### config.mk
export PLATFORM = sky130hd
export DESIGN_NAME = ite_front_flat
export DESIGN_NICKNAME = d
export VERILOG_FILES = /design/src/sv/ite_pkg.sv /design/src/sv/ite_in_if.sv /design/src/sv/ite_front.sv /design/src/flat_wrapper.sv
export SDC_FILE = /design/constraint.sdc
export NUM_CORES = 1
export LEC_CHECK = 0
export BUFFER_PORTS_ARGS = -buffer_cell sky130_fd_sc_hd__clkbuf_2
export CAP_MARGIN = 10
export CELL_PAD_IN_SITES_DETAIL_PLACEMENT = 1
export CELL_PAD_IN_SITES_GLOBAL_PLACEMENT = 1
export CORE_AREA = 2 2 139 100
export CTS_BUF_LIST = sky130_fd_sc_hd__clkbuf_4
export DETAILED_ROUTE_END_ITERATION = 10
export DIE_AREA = 0 0 141 102
export PLACE_DENSITY_LB_ADDON = 0.1
export SLEW_MARGIN = 10
export SYNTH_ARGS = -nofsm -noshare
export SYNTH_HDL_FRONTEND = slang
export SYNTH_SLANG_ARGS = --single-unit
### constraint.sdc
create_clock -name clk -period 6.85 [get_ports clk]
set_clock_uncertainty 0.05 [all_clocks]
set_input_delay 0.3425 -clock clk [delete_from_list [all_inputs] [get_ports clk]]
set_output_delay 0.3425 -clock clk [all_outputs]
set_load 0.05 [all_outputs]
### src/sv/ite_pkg.sv
`timescale 1ns / 1ps
`default_nettype none
// ----------------------------------------------------------------------------
// ite_pkg
// Shared types and codes for the I-type execute unit: command codes,
// decoded operation classes, queue entry and back-end phase encodings.
// ----------------------------------------------------------------------------
package ite_pkg;

  // command codes on the input channel
  localparam logic [4:0] CMD_ADDI  = 5'd0;
  localparam logic [4:0] CMD_ADDIU = 5'd1;
  localparam logic [4:0] CMD_ANDI  = 5'd2;
  localparam logic [4:0] CMD_ORI   = 5'd3;
  localparam logic [4:0] CMD_XORI  = 5'd4;
  localparam logic [4:0] CMD_SLTI  = 5'd5;
  localparam logic [4:0] CMD_SLTIU = 5'd6;
  localparam logic [4:0] CMD_BEQ   = 5'd7;
  localparam logic [4:0] CMD_BNE   = 5'd8;
  localparam logic [4:0] CMD_LB    = 5'd9;
  localparam logic [4:0] CMD_LBU   = 5'd10;
  localparam logic [4:0] CMD_LHU   = 5'd11;
  localparam logic [4:0] CMD_LH    = 5'd12;
  localparam logic [4:0] CMD_LW    = 5'd13;
  localparam logic [4:0] CMD_LUI   = 5'd14;
  localparam logic [4:0] CMD_SB    = 5'd15;
  localparam logic [4:0] CMD_SH    = 5'd16;
  localparam logic [4:0] CMD_SW    = 5'd17;

  // decoded operation class
  typedef enum logic [4:0] {
    OP_ADD, OP_AND, OP_OR, OP_XOR, OP_SLT, OP_SLTU, OP_BEQ, OP_BNE,
    OP_LB, OP_LBU, OP_LH, OP_LHU, OP_LW, OP_LUI, OP_SB, OP_SH, OP_SW, OP_NOP
  } ite_op_t;

  // one queued item
  typedef struct packed {
    ite_op_t     op;
    logic [4:0]  rs;
    logic [4:0]  rt;
    logic [15:0] imm;
    logic [31:0] pc;
  } ite_entry_t;

  // queue head seen by the back end
  typedef struct packed {
    logic       valid;
    ite_entry_t entry;
  } ite_head_t;

  // back end status toward the front end
  typedef struct packed {
    logic pop;
    logic hold;
  } ite_back_stat_t;

  // back end phases
  typedef enum logic [2:0] {
    PH_CLEAR, PH_IDLE, PH_EXEC, PH_MUL, PH_REM, PH_MEM, PH_FIN
  } ite_phase_t;

endpackage
`default_nettype wire

### src/sv/ite_in_if.sv
`timescale 1ns / 1ps
`default_nettype none
// ----------------------------------------------------------------------------
// ite_in_if
// Input channel: valid/ready handshake carrying one instruction item.
// ----------------------------------------------------------------------------
interface ite_in_if;
  logic        valid;
  logic        ready;
  logic [4:0]  cmd;
  logic [31:0] instr_word;
  logic [31:0] current_pc;

  modport source (output valid, output cmd, output instr_word, output current_pc,
                  input ready);
  modport sink (input valid, input cmd, input instr_word, input current_pc,
                output ready);
endinterface
`default_nettype wire

### src/sv/ite_front.sv
`timescale 1ns / 1ps
`default_nettype none
// ----------------------------------------------------------------------------
// ite_front
// Accepts items, decodes the command into an operation class and holds
// them in a two-entry queue for the back end.
// ----------------------------------------------------------------------------
module ite_front (
  input  logic                    clk,
  input  logic                    rst_n,
  ite_in_if.sink                  in_ch,
  input  ite_pkg::ite_back_stat_t stat,
  output ite_pkg::ite_head_t      head
);

  ite_pkg::ite_entry_t q_r [2];
  logic [1:0]          cnt_r;
  logic                wp_r;
  logic                rp_r;
  ite_pkg::ite_op_t    op;
  logic                push;
  logic                pop;

  // command decode
  always_comb begin
    unique case (in_ch.cmd)
      ite_pkg::CMD_ADDI, ite_pkg::CMD_ADDIU: op = ite_pkg::OP_ADD;
      ite_pkg::CMD_ANDI:  op = ite_pkg::OP_AND;
      ite_pkg::CMD_ORI:   op = ite_pkg::OP_OR;
      ite_pkg::CMD_XORI:  op = ite_pkg::OP_XOR;
      ite_pkg::CMD_SLTI:  op = ite_pkg::OP_SLT;
      ite_pkg::CMD_SLTIU: op = ite_pkg::OP_SLTU;
      ite_pkg::CMD_BEQ:   op = ite_pkg::OP_BEQ;
      ite_pkg::CMD_BNE:   op = ite_pkg::OP_BNE;
      ite_pkg::CMD_LB:    op = ite_pkg::OP_LB;
      ite_pkg::CMD_LBU:   op = ite_pkg::OP_LBU;
      ite_pkg::CMD_LHU:   op = ite_pkg::OP_LHU;
      ite_pkg::CMD_LH:    op = ite_pkg::OP_LH;
      ite_pkg::CMD_LW:    op = ite_pkg::OP_LW;
      ite_pkg::CMD_LUI:   op = ite_pkg::OP_LUI;
      ite_pkg::CMD_SB:    op = ite_pkg::OP_SB;
      ite_pkg::CMD_SH:    op = ite_pkg::OP_SH;
      ite_pkg::CMD_SW:    op = ite_pkg::OP_SW;
      default:            op = ite_pkg::OP_NOP;
    endcase
  end

  // handshake
  assign in_ch.ready = (cnt_r != 2'd2) && !stat.hold;
  assign push        = in_ch.valid && in_ch.ready;
  assign pop         = stat.pop && (cnt_r != 2'd0);

  // queue storage
  always_ff @(posedge clk) begin
    if (push) begin
      q_r[wp_r] <= '{op: op, rs: in_ch.instr_word[25:21], rt: in_ch.instr_word[20:16],
                     imm: in_ch.instr_word[15:0], pc: in_ch.current_pc};
    end
  end

  // queue pointers and fill count
  always_ff @(posedge clk) begin
    if (!rst_n) begin
      cnt_r <= 2'd0;
      wp_r  <= 1'b0;
      rp_r  <= 1'b0;
    end else begin
      if (push) begin
        wp_r <= !wp_r;
      end
      if (pop) begin
        rp_r <= !rp_r;
      end
      if (push && !pop) begin
        cnt_r <= cnt_r + 2'd1;
      end else if (pop && !push) begin
        cnt_r <= cnt_r - 2'd1;
      end
    end
  end

  assign head.valid = (cnt_r != 2'd0);
  assign head.entry = q_r[rp_r];

endmodule
`default_nettype wire

### src/flat_wrapper.sv
// flat-port wrapper written by rule: the top's interface ports become plain ports
module ite_front_flat 
  (clk, rst_n, stat, head, in_ch_valid, in_ch_cmd, in_ch_instr_word, in_ch_current_pc, in_ch_ready);
  ite_in_if in_ch_i ();
  input  logic clk;
  input  logic rst_n;
  input  ite_pkg::ite_back_stat_t stat;
  output ite_pkg::ite_head_t head;
  input wire logic [$bits(in_ch_i.valid)-1:0] in_ch_valid;
  input wire logic [$bits(in_ch_i.cmd)-1:0] in_ch_cmd;
  input wire logic [$bits(in_ch_i.instr_word)-1:0] in_ch_instr_word;
  input wire logic [$bits(in_ch_i.current_pc)-1:0] in_ch_current_pc;
  output wire logic [$bits(in_ch_i.ready)-1:0] in_ch_ready;
  assign in_ch_i.valid = in_ch_valid;
  assign in_ch_i.cmd = in_ch_cmd;
  assign in_ch_i.instr_word = in_ch_instr_word;
  assign in_ch_i.current_pc = in_ch_current_pc;
  assign in_ch_ready = in_ch_i.ready;
  ite_front u_core (.clk(clk), .rst_n(rst_n), .in_ch(in_ch_i), .stat(stat), .head(head));
endmodule
==> results.md <==
- Worst R2R Setup Slack: 4670 ps
- Crit-path slowest cell: dfxtp_2
- Synth Area per Inst: 19.9 um^2
- Critical path class: reg -> out
- Clk sinks: 131
- Tot Pwr: 0.00232 W
- GRT Total Usage: 14.7%
- Worst r2r src: u_core.cnt_r[0]
- CP Depth: 3
- Switching power: 0.000894 W
- Static Leak: 2.54 nW
- Number of port buffers: 132
- Clk network pwr share: 21.2%
- Clk_lat worst skew: 500 ps
- Worst path required time: 6460 ps
- Worst hold path type: in -> reg
- Total gr overflow: 0
- Max VDD drop: 190 uV
- Setup repair bufs after CTS: 0
- Setup Viol. Count Final: 0
- Slew HR: 40.8%
- RSZ-0062 raised after global routing: false
- Syn. warnings: 0
- Final wirelength: 10100 um
- FFs w/ async S/R, synth: 0%
- Hold Startpoint: rst_n
- Initial antenna violation count: 0
- Ant. Diodes: 0
- Hold Vio Cnt, Final: 0
- CP max FO: 39
- EDFF count, synth: 126
- Vias in the first global route: 3194
- DP HPWL: 6250 um
- First-pass GRT wire length: 15800 um
- H-tree depth: 4
- CP Buf/Inv Count: 2
- Synth cell count leaders: 126 x edfxtp_1, 53 x mux2_2, 10 x mux2_1, 6 x buf_4, 6 x ha_1
- Sw Share: 38.5%
- Die Y: 102 um
- Largest net degree at the start of global routing: 64
- FILL cells: 1277
- Worst reg2reg path depth: 4
- Avg WL per Cell: 15.9 um
- Post-Synthesis Net Count: 331
- Via/cell ratio: 4.57
- CP cell instances: buf_4 > mux2_2 > clkbuf_2
- Nets: 535
- Syn Inst Count: 251
- Synth area leader: edfxtp_1
- Area of the multi-input gates: 1040 um^2
- Yosys cell types: 29
- Num ports: 139
- Post-route clock period utilization: 42.8%
- Min Tclk post-route: 2930 ps
- Status: completed
- Clock buffer depth: 2
- Initial Utilization: 38.3%
- Mapped Area: 4990 um^2
- Pins Over Slew Limit: 0
- Initial drt markers: 82
- Post-cts sizing count: 0
- Hold Crit Depth: 2
- Post-DRT Antenna Nets: 0
- Sequential area share after synthesis: 77.9%
- # DRC: 0
- Flop pwr share: 43.1%
- Top post-synthesis cells by area: edfxtp_1 76%, mux2_2 12%, mux2_1 2.3%
- Pwr per Cell Area: 348 nW/um^2
- Slew @ Worst Pin: 888 ps
- Root buffer cell: clkbuf_4
- Clk slew on worst S/H paths: 110 ps
- Share of layout cells above drive strength 1: 47.4%
- CP max stage delay: 770 ps
- Critical Path Sink Type: primary output
- Clock buffer count from CTS: 17
- Vias: 2899
- Core Box Area: 13000 um^2
- Max Clk Rate: 341 MHz
- Worst path top cell family by delay: buffers and inverters
- Reg area: 3880 um^2
- Area of the die: 14400 um^2
- Area growth syn-to-layout: 34.0%
- CTS tree: done
- Count leader, synth: edfxtp_1
- Seq cells post-synth: 131
- Top_reg_cell synth: edfxtp_1
- Setup TNS: 0 ps
- Max-cap violations: 0
- Placer Congestion: 0.704
- Worst r2r dst: u_core.q_r[0][46]
- Area fraction of the dominant cell type after synthesis: 75.9%
- WP data arrival: 2540 ps
- DRT Pass-1 Iters: 4
- Die X: 141 um
- Startpoint types: flop
- Comb pwr share: 35.7%
- Row count: 35
- Int Pwr: 0.00143 W
-- layout by cell type, fill, tap and decap left out, types with 2 or more instances in the layout --
master	count
nor2_1	4
edfxtp_1	126
inv_1	4
mux2i_1	2
xnor2_1	2
bufinv_16	2
nor2b_1	2
buf_4	3
nand2b_1	4
clkinv_1	3
dlygate4sd3_1	58
xor2_1	2
and2_1	3
ha_1	6
mux2_1	10
a21oi_1	2
clkbuf_2	132
clkinvlp_4	4
dfxtp_1	4
clkinv_2	3
nand2_1	2
clkbuf_4	20
o21ai_0	3
mux2_2	53
-- registers in the layout (all words and copies together) (netlist names), named ones only --
register      cells
u_core.q_r      126
u_core.cnt_r      2
u_core.rp_r       1
u_core.wp_r       1
-- cell type report --
cell class                 instances  area share, %
clock buffer                      20           2.25
clock inverter                    12           1.74
inverter                           4          0.225
multi-input combinational        108           15.6
sequential                       131           58.2
tap                              166           3.11
timing repair buffer             193           18.9
-- worst max path at each step --
stage	start	to	slack, ps
5_1_grt	flop	head[40]	3700
6_report	flop	head[11]	3920
3_3_place_gp	flop	head[11]	4410
3_5_place_dp	flop	head[10]	4410
2_1_floorplan	u_core.cnt_r[0]	u_core.q_r[0][0]	2750
4_1_cts	flop	head[11]	3820
-- logic make-up (layout without fill, tap and decap cells) --
family	count (synthesis)	after routing	share of synthesized area [%]
flops	131	131	77.9
mux	65	65	14.6
simple gates	23	23	2.66
buf+inv	12	229	1.41
compound gates	10	10	1.20
fa+ha+maj	6	6	1.51
xor+xnor	4	4	0.703
-- through the flow --
stage               setup slack (ps)  instances  hold WS [ps]  util [%]  cell area, um^2
detailed placement              4410        544           466      44.8             5830
global route                    3700        634          18.6      51.4             6680
global placement                4410        544           443      44.8             5830
CTS                             3820        634          34.0      51.4             6680
floorplan                       2750        251           391         -             4990
finish                          3920        634          77.8      51.4             6680
-- routing by layer --
layer | track usage [%] | vias up | wire, um
met5 | 0 | - | 0
met4 | 4.85 | 0 | 126
met3 | 5.72 | 10 | 615
met2 | 26.0 | 87 | 5140
met1 | 16.7 | 1413 | 4210
li1 | - | 1389 | -
-- power groups by stage --
stage	Clock (W)	Sequential, W	Combinational [W]
after global routing	0.000542	0.00101	0.000877
final	0.000491	0.00100	0.000829
after floorplan	0	0.000993	0.000670
after global placement	0	0.00102	0.000806
after CTS	0.000513	0.00100	0.000840
after detailed placement	0	0.00102	0.000811
-- timing repair --
action                                  in CTS  in global routing
endpoints found under the hold margin      116                  0
endpoints found under the setup margin       0                  0
hold buffers                                58                  0
Power figures use the tool's default switching activity.
